[src/hdl/kwm_pkg.sv]
// ----------------------------------------------------------------------------
// kwm_pkg
// Shared types and constants for the k-way sorted merge block: request codes,
// field widths, controller states and the controller/datapath command and
// status groups.
// ----------------------------------------------------------------------------
package kwm_pkg;

  localparam int REQ_TYPE_W   = 1;
  localparam int LIST_INDEX_W = 3;
  localparam int VALUE_W      = 32;
  localparam int NUM_LISTS_W  = 4;

  localparam logic [NUM_LISTS_W-1:0] NUM_LISTS_RST = 4'd8;

  localparam logic [REQ_TYPE_W-1:0] REQ_PUSH = 1'b0;
  localparam logic [REQ_TYPE_W-1:0] REQ_POP  = 1'b1;

  typedef enum logic [2:0] {
    S_IDLE,
    S_PUSH,
    S_SCAN,
    S_FIN,
    S_DONE
  } kwm_state_t;

  typedef struct packed {
    logic load;    // capture the accepted item, start a new scan
    logic push;    // append the captured value
    logic scan;    // look at one list head this cycle
    logic finish;  // load the result register and advance the winning head
  } kwm_cmd_t;

  typedef struct packed {
    logic scan_last;  // current scan step is the last one
    logic out_ready;  // result register can take a new item
  } kwm_status_t;

endpackage

[src/hdl/kwm_ctrl.sv]
// ----------------------------------------------------------------------------
// kwm_ctrl
// Sequencer for the merge block: takes one item at a time, runs a push in one
// step or a pop as a scan over the list heads, then hands the result over.
// ----------------------------------------------------------------------------
module kwm_ctrl
  import kwm_pkg::*;
(
  input  logic                  clk,
  input  logic                  rst,
  input  logic                  req_valid,
  input  logic [REQ_TYPE_W-1:0] req_type,
  output logic                  req_stall,
  output kwm_cmd_t              cmd,
  input  kwm_status_t           status
);

  kwm_state_t state;
  kwm_state_t state_next;

  always_ff @(posedge clk) begin
    if (rst) begin
      state <= S_IDLE;
    end else begin
      state <= state_next;
    end
  end

  always_comb begin
    state_next = state;
    unique case (state)
      S_IDLE: begin
        if (req_valid) begin
          state_next = (req_type == REQ_POP) ? S_SCAN : S_PUSH;
        end
      end
      S_PUSH: begin
        state_next = S_IDLE;
      end
      S_SCAN: begin
        if (status.scan_last) begin
          state_next = S_FIN;
        end
      end
      S_FIN: begin
        state_next = S_DONE;
      end
      S_DONE: begin
        if (status.out_ready) begin
          state_next = S_IDLE;
        end
      end
      default: begin
        state_next = S_IDLE;
      end
    endcase
  end

  always_comb begin
    cmd       = '0;
    req_stall = 1'b1;
    unique case (state)
      S_IDLE: begin
        req_stall = 1'b0;
        cmd.load  = req_valid;
      end
      S_PUSH: begin
        cmd.push = 1'b1;
      end
      S_SCAN: begin
        cmd.scan = 1'b1;
      end
      S_FIN: begin
        cmd = '0;
      end
      S_DONE: begin
        cmd.finish = status.out_ready;
      end
      default: begin
        cmd = '0;
      end
    endcase
  end

  // a result is only produced when the output register can take it
  a_finish_ready: assert property (@(posedge clk) disable iff (rst)
    cmd.finish |-> status.out_ready)
    else $error("finish without room in result register");

endmodule

[config.mk]
export PLATFORM = sky130hd
export DESIGN_NAME = kwm_ctrl
export DESIGN_NICKNAME = d
export VERILOG_FILES = /design/src/hdl/kwm_pkg.sv /design/src/hdl/kwm_ctrl.sv
export SDC_FILE = /design/constraint.sdc
export NUM_CORES = 1
export LEC_CHECK = 0
export ABC_AREA = 0
export BUFFER_PORTS_ARGS = -buffer_cell sky130_fd_sc_hd__buf_2
export CAP_MARGIN = 20
export CELL_PAD_IN_SITES_DETAIL_PLACEMENT = 1
export CELL_PAD_IN_SITES_GLOBAL_PLACEMENT = 1
export CORE_AREA = 5 5 42 44
export DETAILED_ROUTE_END_ITERATION = 12
export DIE_AREA = 0 0 47 49
export PLACE_DENSITY = 0.43
export SLEW_MARGIN = 10
export SYNTH_ARGS = -nofsm -noshare
export SYNTH_HDL_FRONTEND = slang
export SYNTH_SLANG_ARGS = --single-unit
[constraint.sdc]
create_clock -name clk -period 2.3 [get_ports clk]
set_clock_uncertainty 0.15 [all_clocks]
set_input_delay 0.46 -clock clk [delete_from_list [all_inputs] [get_ports clk]]
set_output_delay 0.46 -clock clk [all_outputs]
set_load 0.05 [all_outputs]
==> impl_results.md, run 1 <==
* Number of clock sinks at 3
* Setup bufs post-CTS at 0
* Crit-path max FO at 8
* Post-Syn Instances at 23
* Layout net count at 43
* Status: completed
* Syn_area_per_cell at ~8.2 µm²
* Synth Area in Compound Gates at 0.1457
* Final WL at 545 µm
* Commonest cells post-synth: dfxtp_1 (3), nand2_1 (2), nor2_1 (2), nor3_1 (2)
* Global route total overflow at 0
* Hold_buf cts at 0
* Peak VDD IR at 0.1776 mV
* Post-synthesis mux area share at 0
* Initial antenna violation count at 0
* Critical path buffers and inverters at 1
* Sequential share of power at 0.282
* Final setup vio count at 0
* CP max stage cell: or3_2
* Post-DR wirelength/cell at 10.48 µm
* Area grow syn2layout at 48.34%
* Data arrival time of the critical path at 1.30 ns
* Reg2Reg Setup Slack at 1.13 ns
* Ports at 11
* Most used DFF post-synth: dfxtp_1
* First-pass GRT wire length at 931 µm
* P_int at between 100 and 150 µW
* Clock share of power at 0.399
* Seq/Total Area, Yosys at 0.3179
* RSZ-0062 raised after global routing: false
* Max FFs per register at 3
* Top-area cell type share of the netlist area at 0.3179
* Largest regs: state (3)
* Hold_sp: rst
* CTS tree: built
* Setup slack after layout at 0.3938 ns
* Share of layout cells above drive strength 1 at 0.4167
* Part of the cycle the worst path needs at 0.8288
* Worst r2r src: state[2]
* Largest net degree at the start of global routing at 10
* R2r worst-path depth at 3
* Top Family by Delay on Critical Path: simple AND/OR/NAND/NOR gates
* Most common cell in the synthesized netlist: dfxtp_1
* Deepest clock path buffer count at 2
* Root buf cell: clkbuf_4
* Post-Syn Area at 188.9 µm²
* Num CTS Buffers at 3
* PostCTS Resize Cnt at 0
* Psw at between 80 and 90 µW
* Largest Register: state
* Max Clock Freq at ~520 MHz
* RD Place Congestion at 0.7496
* Slew Limit Fails at 0
* Die area at approximately 0.0023 mm²
* XOR/XNOR Fraction of Synth Area at 0
* Worst path required time at 1.69 ns
* Post-synthesis register bit count at 3
* Switching Share at 0.3731
* Reg clk slew, reported paths at 0.04 ns
* Leakage Power at 0.0001342 µW
* Startpoint Class: register
* Vias per inst at approximately 4.2
* Hold path depth at 2
* Initial Utilization at 0.1348
* Slowest stage delay, CP at 0.48 ns
* Post-Synth Adder-Cell Area at 0
* Asr flop ratio synth at 0
* N_diodes at 0
* H-tree lvl count at 1
* Die W at about 47 µm
* Core Area at approximately 0.0014 mm²
* Post-DRT Antenna Nets at 0
* Clock latency on the worst-skew pair at about 0.23 ns
* Setup TNS at 0 ns
* Syn nets at 29
* Gate power share at 0.320
* Cell row count at 14
* CP endpoint kind: output port
* Synth area leaders: dfxtp_1 (32%), nand2b_4 (7.3%), nor3_1 (5.3%), a311oi_1 (4.6%), a32oi_1 (4.6%)
* Largest family of logic cells by synthesized area: simple AND/OR/NAND/NOR gates
* Dpl ws at roughly 0.62 ns
* Pwr/cell area at 836.5 mW/mm²
* Vias in the first global route at 238
* Via Count at between 200 and 250
* Final Hold Fails at 0
* IO Port Bufs at 10
* Netlist cell types at 18
* Setup Crit Path Kind: register to output port
* Final worst path period need at 1.906 ns
* Max-cap violations at 0
* Detailed-route DRC error count at 0
* Number of synthesized flops with an enable pin at 0
* Worst min-delay path class: primary input to register
* Synth warn at 0
* CP Depth at 2
* 1st-pass router iterations at 4
* Overall Global Routing Usage at 0.05907
* Starting DRT DRC Count at 2
* Cell taking the most area after synthesis: dfxtp_1
* Synth Area in Simple Gates at 0.5099
* Slew headroom at 0.8234
* Worst-Margin Slew at 0.2646 ns
* Worst-path cell chain: or3_2, buf_2
* Die H at 49 µm
* Worst Setup SP: state[2]
[power groups by stage]
stage	sequential, µW	combinational (µW)	clock [µW]
floorplan	62.2	61.5	0
global placement	67.0	76.1	0
detailed placement	67.5	76.0	0
CTS	66.7	76.2	96.9
global route	67.4	80.0	104
finish	66.0	75.0	93.5
[logic make-up after synthesis]
logic type      after synthesis
simple gates                 15
compound gates                4
flops                         3
buf+inv                       1
[metrics by stage]
| stage | power [µW] | instance area [µm²] | utilization | cells | hold WS (ns) |
|---|---|---|---|---|---|
| floorplan | 123.7 | 188.9 | - | 23 | 0.3548 |
| global placement | 143.1 | 254.0 | 0.1813 | 48 | 0.4122 |
| detailed placement | 143.5 | 254.0 | 0.1813 | 48 | 0.4353 |
| CTS | 239.8 | 280.3 | 0.2000 | 52 | 0.2668 |
| global route | 251.9 | 280.3 | 0.2000 | 52 | 0.2743 |
| finish | 234.5 | 280.3 | 0.2000 | 52 | 0.2690 |
[path summary, 6_finish.rpt]
kind,end
worst max-delay path,req_stall
worst min-delay path,state[2]
worst max register to register,state[2]
worst min register to register,state[1]
[layer usage]
layer	track usage	wire length (µm)	share of wire	vias to the layer above
met5	0	0	0	-
met4	0.06912	0	0	0
met3	0.01107	17	0.031	0
met2	0.08371	292	0.54	8
met1	0.06346	234	0.43	102
li1	-	-	-	109
[layout by cell type, fill, tap and decap left out, types with 2 or more instances in the layout]
master,count
buf_2,10
clkbuf_4,3
dfxtp_1,3
nand2_1,2
nor2_1,2
nor3_1,2
[layout make-up]
type | count | area [µm²]
clock buffer | 4 | 26.28
fill | 184 | 1121
multi-input combinational | 19 | 123.9
sequential | 3 | 60.06
tap | 16 | 20.02
timing repair buffer | 10 | 50.05
[worst register-to-register path, delay by kind of cell (launching register included)]
family,cells,cell delay (ns)
AO/OA/AOI/OAI,2,0.24
flip-flops,1,0.44
AND/OR/NAND/NOR,1,0.21
Note: power is estimated with default switching activity, not from simulation.
==> inputs of run 2 (changes only) <==
--- a/config.mk
+++ b/config.mk
@@ -5,7 +5,7 @@
 export SDC_FILE = /design/constraint.sdc
 export NUM_CORES = 1
 export LEC_CHECK = 0
-export ABC_AREA = 0
+export ABC_AREA = 1
 export BUFFER_PORTS_ARGS = -buffer_cell sky130_fd_sc_hd__buf_2
 export CAP_MARGIN = 20
 export CELL_PAD_IN_SITES_DETAIL_PLACEMENT = 1
@@ -13,7 +13,7 @@
 export CORE_AREA = 5 5 42 44
 export DETAILED_ROUTE_END_ITERATION = 12
 export DIE_AREA = 0 0 47 49
-export PLACE_DENSITY = 0.43
+export PLACE_DENSITY = 0.46
 export SLEW_MARGIN = 10
 export SYNTH_ARGS = -nofsm -noshare
 export SYNTH_HDL_FRONTEND = slang
==> constraint.sdc (replaced) <==
create_clock -name clk -period 1.9 [get_ports clk]
set_clock_uncertainty 0.15 [all_clocks]
set_input_delay 0.38 -clock clk [delete_from_list [all_inputs] [get_ports clk]]
set_output_delay 0.38 -clock clk [all_outputs]
set_load 0.05 [all_outputs]
==> run 2 against run 1 <==
Net effect:
- worst setup slack worse by 0.27 ns
- cell count is 13% higher
- non-clock buffer count stayed put
- via count is 9.6% higher
- hold slack worse by 0.068 ns
- sequential power is 32% higher
==> impl_results.md, run 2 <==
* Vias per inst at 4.068
* First-pass GRT wire length at 966 µm
* Data arrival time of the critical path at between 1 and 1.5 ns
* Crit-path max FO at 4
* Commonest non-fill, non-tap cell in the layout: buf_2
* Deepest clock path buffer count at 2
* Syn_area_per_cell at 7.248 µm²
* Root buf cell: clkbuf_4
* Most used DFF post-synth: dfxtp_1
* Die W at 47 µm
* Setup Crit Path Kind: register to output port
* Top-area cell type share of the netlist area at 0.2857
* Slew headroom at 0.7929
* Hold_buf cts at 0
* Core Area at 0.001401 mm²
* Sequential share of power at 0.263
* Switching Share at 0.4375
* Slowest stage delay, CP at 0.44 ns
* N_diodes at 0
* Reg clk slew, reported paths at 0.04 ns
* Final WL at 565 µm
* Final Hold Fails at 0
* IO Port Bufs at 10
* RD Place Congestion at 0.7693
* Post-Syn Area at 210.2 µm²
* P_int at 187.2 µW
* CP endpoint kind: output port
* Initial antenna violation count at 0
* Synth warn at 0
* Layout net count at 50
* Clock latency on the worst-skew pair at 0.23 ns
* Post-DR wirelength/cell at 9.576 µm
* Largest net degree at the start of global routing at 8
* CTS tree: built
* Leakage Power at 0.0001603 µW
* Overall Global Routing Usage at 0.06118
* Via Count at 240
* Asr flop ratio synth at 0
* Hold slack at between 0.2 and 0.25 ns
* Pwr/cell area at 1031 mW/mm²
* Psw at 145.6 µW
* Seq/Total Area, Yosys at 0.2857
* DP HPWL at 476.8 µm
* Setup slack after layout at around 0.12 ns
* Number of synthesized flops with an enable pin at 0
* Dpl ws at 0.2784 ns
* Netlist cell types at 15
* Die H at 49 µm
* Worst path required time at 1.37 ns
* Worst-Margin Slew at 0.3103 ns
* 1st-pass router iterations at 4
* Part of the cycle the worst path needs at 0.9368
* Cell row count at 14
* Global route total overflow at 0
* Largest regs: state (3)
* Worst min-delay path class: primary input to register
* RSZ-0062 raised after global routing: false
* Synth area leaders: dfxtp_1 (29%), nand3_2 (14%), inv_1 (7.1%), nand2_1 (7.1%), nand3b_1 (7.1%)
* Max-cap violations at 0
* Clock share of power at 0.329
* Peak VDD IR at 0.3735 mV
* Slew Limit Fails at 0
* Vias in the first global route at 240
* Max FFs per register at 3
* Die area at 0.002303 mm²
* Number of clock sinks at 3
* Ports at 11
* H-tree lvl count at 1
* Starting DRT DRC Count at 2
* Final Util at 0.2304
* Share of layout cells above drive strength 1 at 0.5581
* Largest Register: state
* Post-synthesis register bit count at 3
* Startpoint Class: register
* Final setup vio count at 0
* Detailed-route DRC error count at 0
* CP max stage cell: dfxtp_1
* Post-DRT Antenna Nets at 0
* Final worst path period need at 1.780 ns
* Status: completed
* Area grow syn2layout at 53.57%
* Cell taking the most area after synthesis: dfxtp_1
* Gate power share at 0.408
* Post-Syn Instances at 29
* Worst-path cell chain: inv_1, nor4_2, buf_4
* Most frequent cells in the layout: buf_2 (9), nand2_1 (4), inv_1 (4)
* Commonest cells post-synth: inv_1 (4), nand2_1 (4), dfxtp_1 (3), nand3_2 (3), nor2_1 (3)
* Initial Utilization at 0.1500
* Num CTS Buffers at 3
* Max Clock Freq at 561.8 MHz
* Syn nets at 35
## run 2: cell types whose count changed after synthesis, sizes merged, moves of 2 or more
cell	change
inv	+5
nand3	+4
nor2	+4
nand2	+2
nand2b	-2
nand3b	+2
## run 2: cell families after synthesis
kind of cell,share of synthesized area
AND/OR/NAND/NOR,0.5773
buffers and inverters,0.08925
flip-flops,0.2857
AO/OA/AOI/OAI,0.04757
## run 2: cell type report
type	instances	area, µm²
multi-input combinational	21	145.1
inverter	5	18.77
tap	16	20.02
sequential	3	60.06
timing repair buffer	10	52.55
fill	192	1079
clock buffer	4	26.28
## run 2: stage by stage
step / instances / TNS (ns) / area, µm² / total power [µW]
5_1_grt: 59 / 0 / 322.8 / 360.9
2_1_floorplan: 29 / -0.07851 / 224.0 / 194.3
3_3_place_gp: 55 / 0 / 294.0 / 223.6
3_5_place_dp: 55 / 0 / 294.0 / 226.7
4_1_cts: 59 / 0 / 320.3 / 343.6
6_report: 59 / 0 / 322.8 / 332.7
## run 2: what timing repair did
| action | in CTS | in global routing |
|---|---|---|
| setup endpoints to repair | 0 | 1 |
| gates resized for setup | 0 | 2 |
| buffers inserted | 0 | 0 |
## run 2: per-layer routing
| layer | up-vias | global-route usage | share of wire |
|---|---|---|---|
| li1 | 124 | - | - |
| met1 | 108 | 0.06346 | 0.43 |
| met2 | 8 | 0.07919 | 0.47 |
| met3 | 0 | 0.06273 | 0.11 |
| met4 | 0 | 0.02765 | 0 |
| met5 | - | 0 | 0 |
## run 2: worst max-delay path, delay by kind of cell (launching register included)
| kind | cells | cell delay (ns) |
|---|---|---|
| flip-flops | 1 | 0.44 |
| buffers and inverters | 2 | 0.36 |
| AND/OR/NAND/NOR | 1 | 0.23 |
## run 2: worst paths after layout
path         depth (start not counted)        to      from  slack, ns
min reg2reg                          2  state[2]  state[2]       0.45
max reg2reg                          5  state[1]  state[1]       0.72
min                                  2  state[2]       rst       0.20
max                                  3    cmd[0]  state[2]       0.12
## run 2: power by group through the flow
stage	clock [µW]	sequential (µW)	combinational (µW)
after floorplan	0	84.9	109
after global placement	0	87.6	136
after detailed placement	0	88.6	138
after CTS	118	87.7	138
after global routing	124	89.4	147
final	110	87.4	136
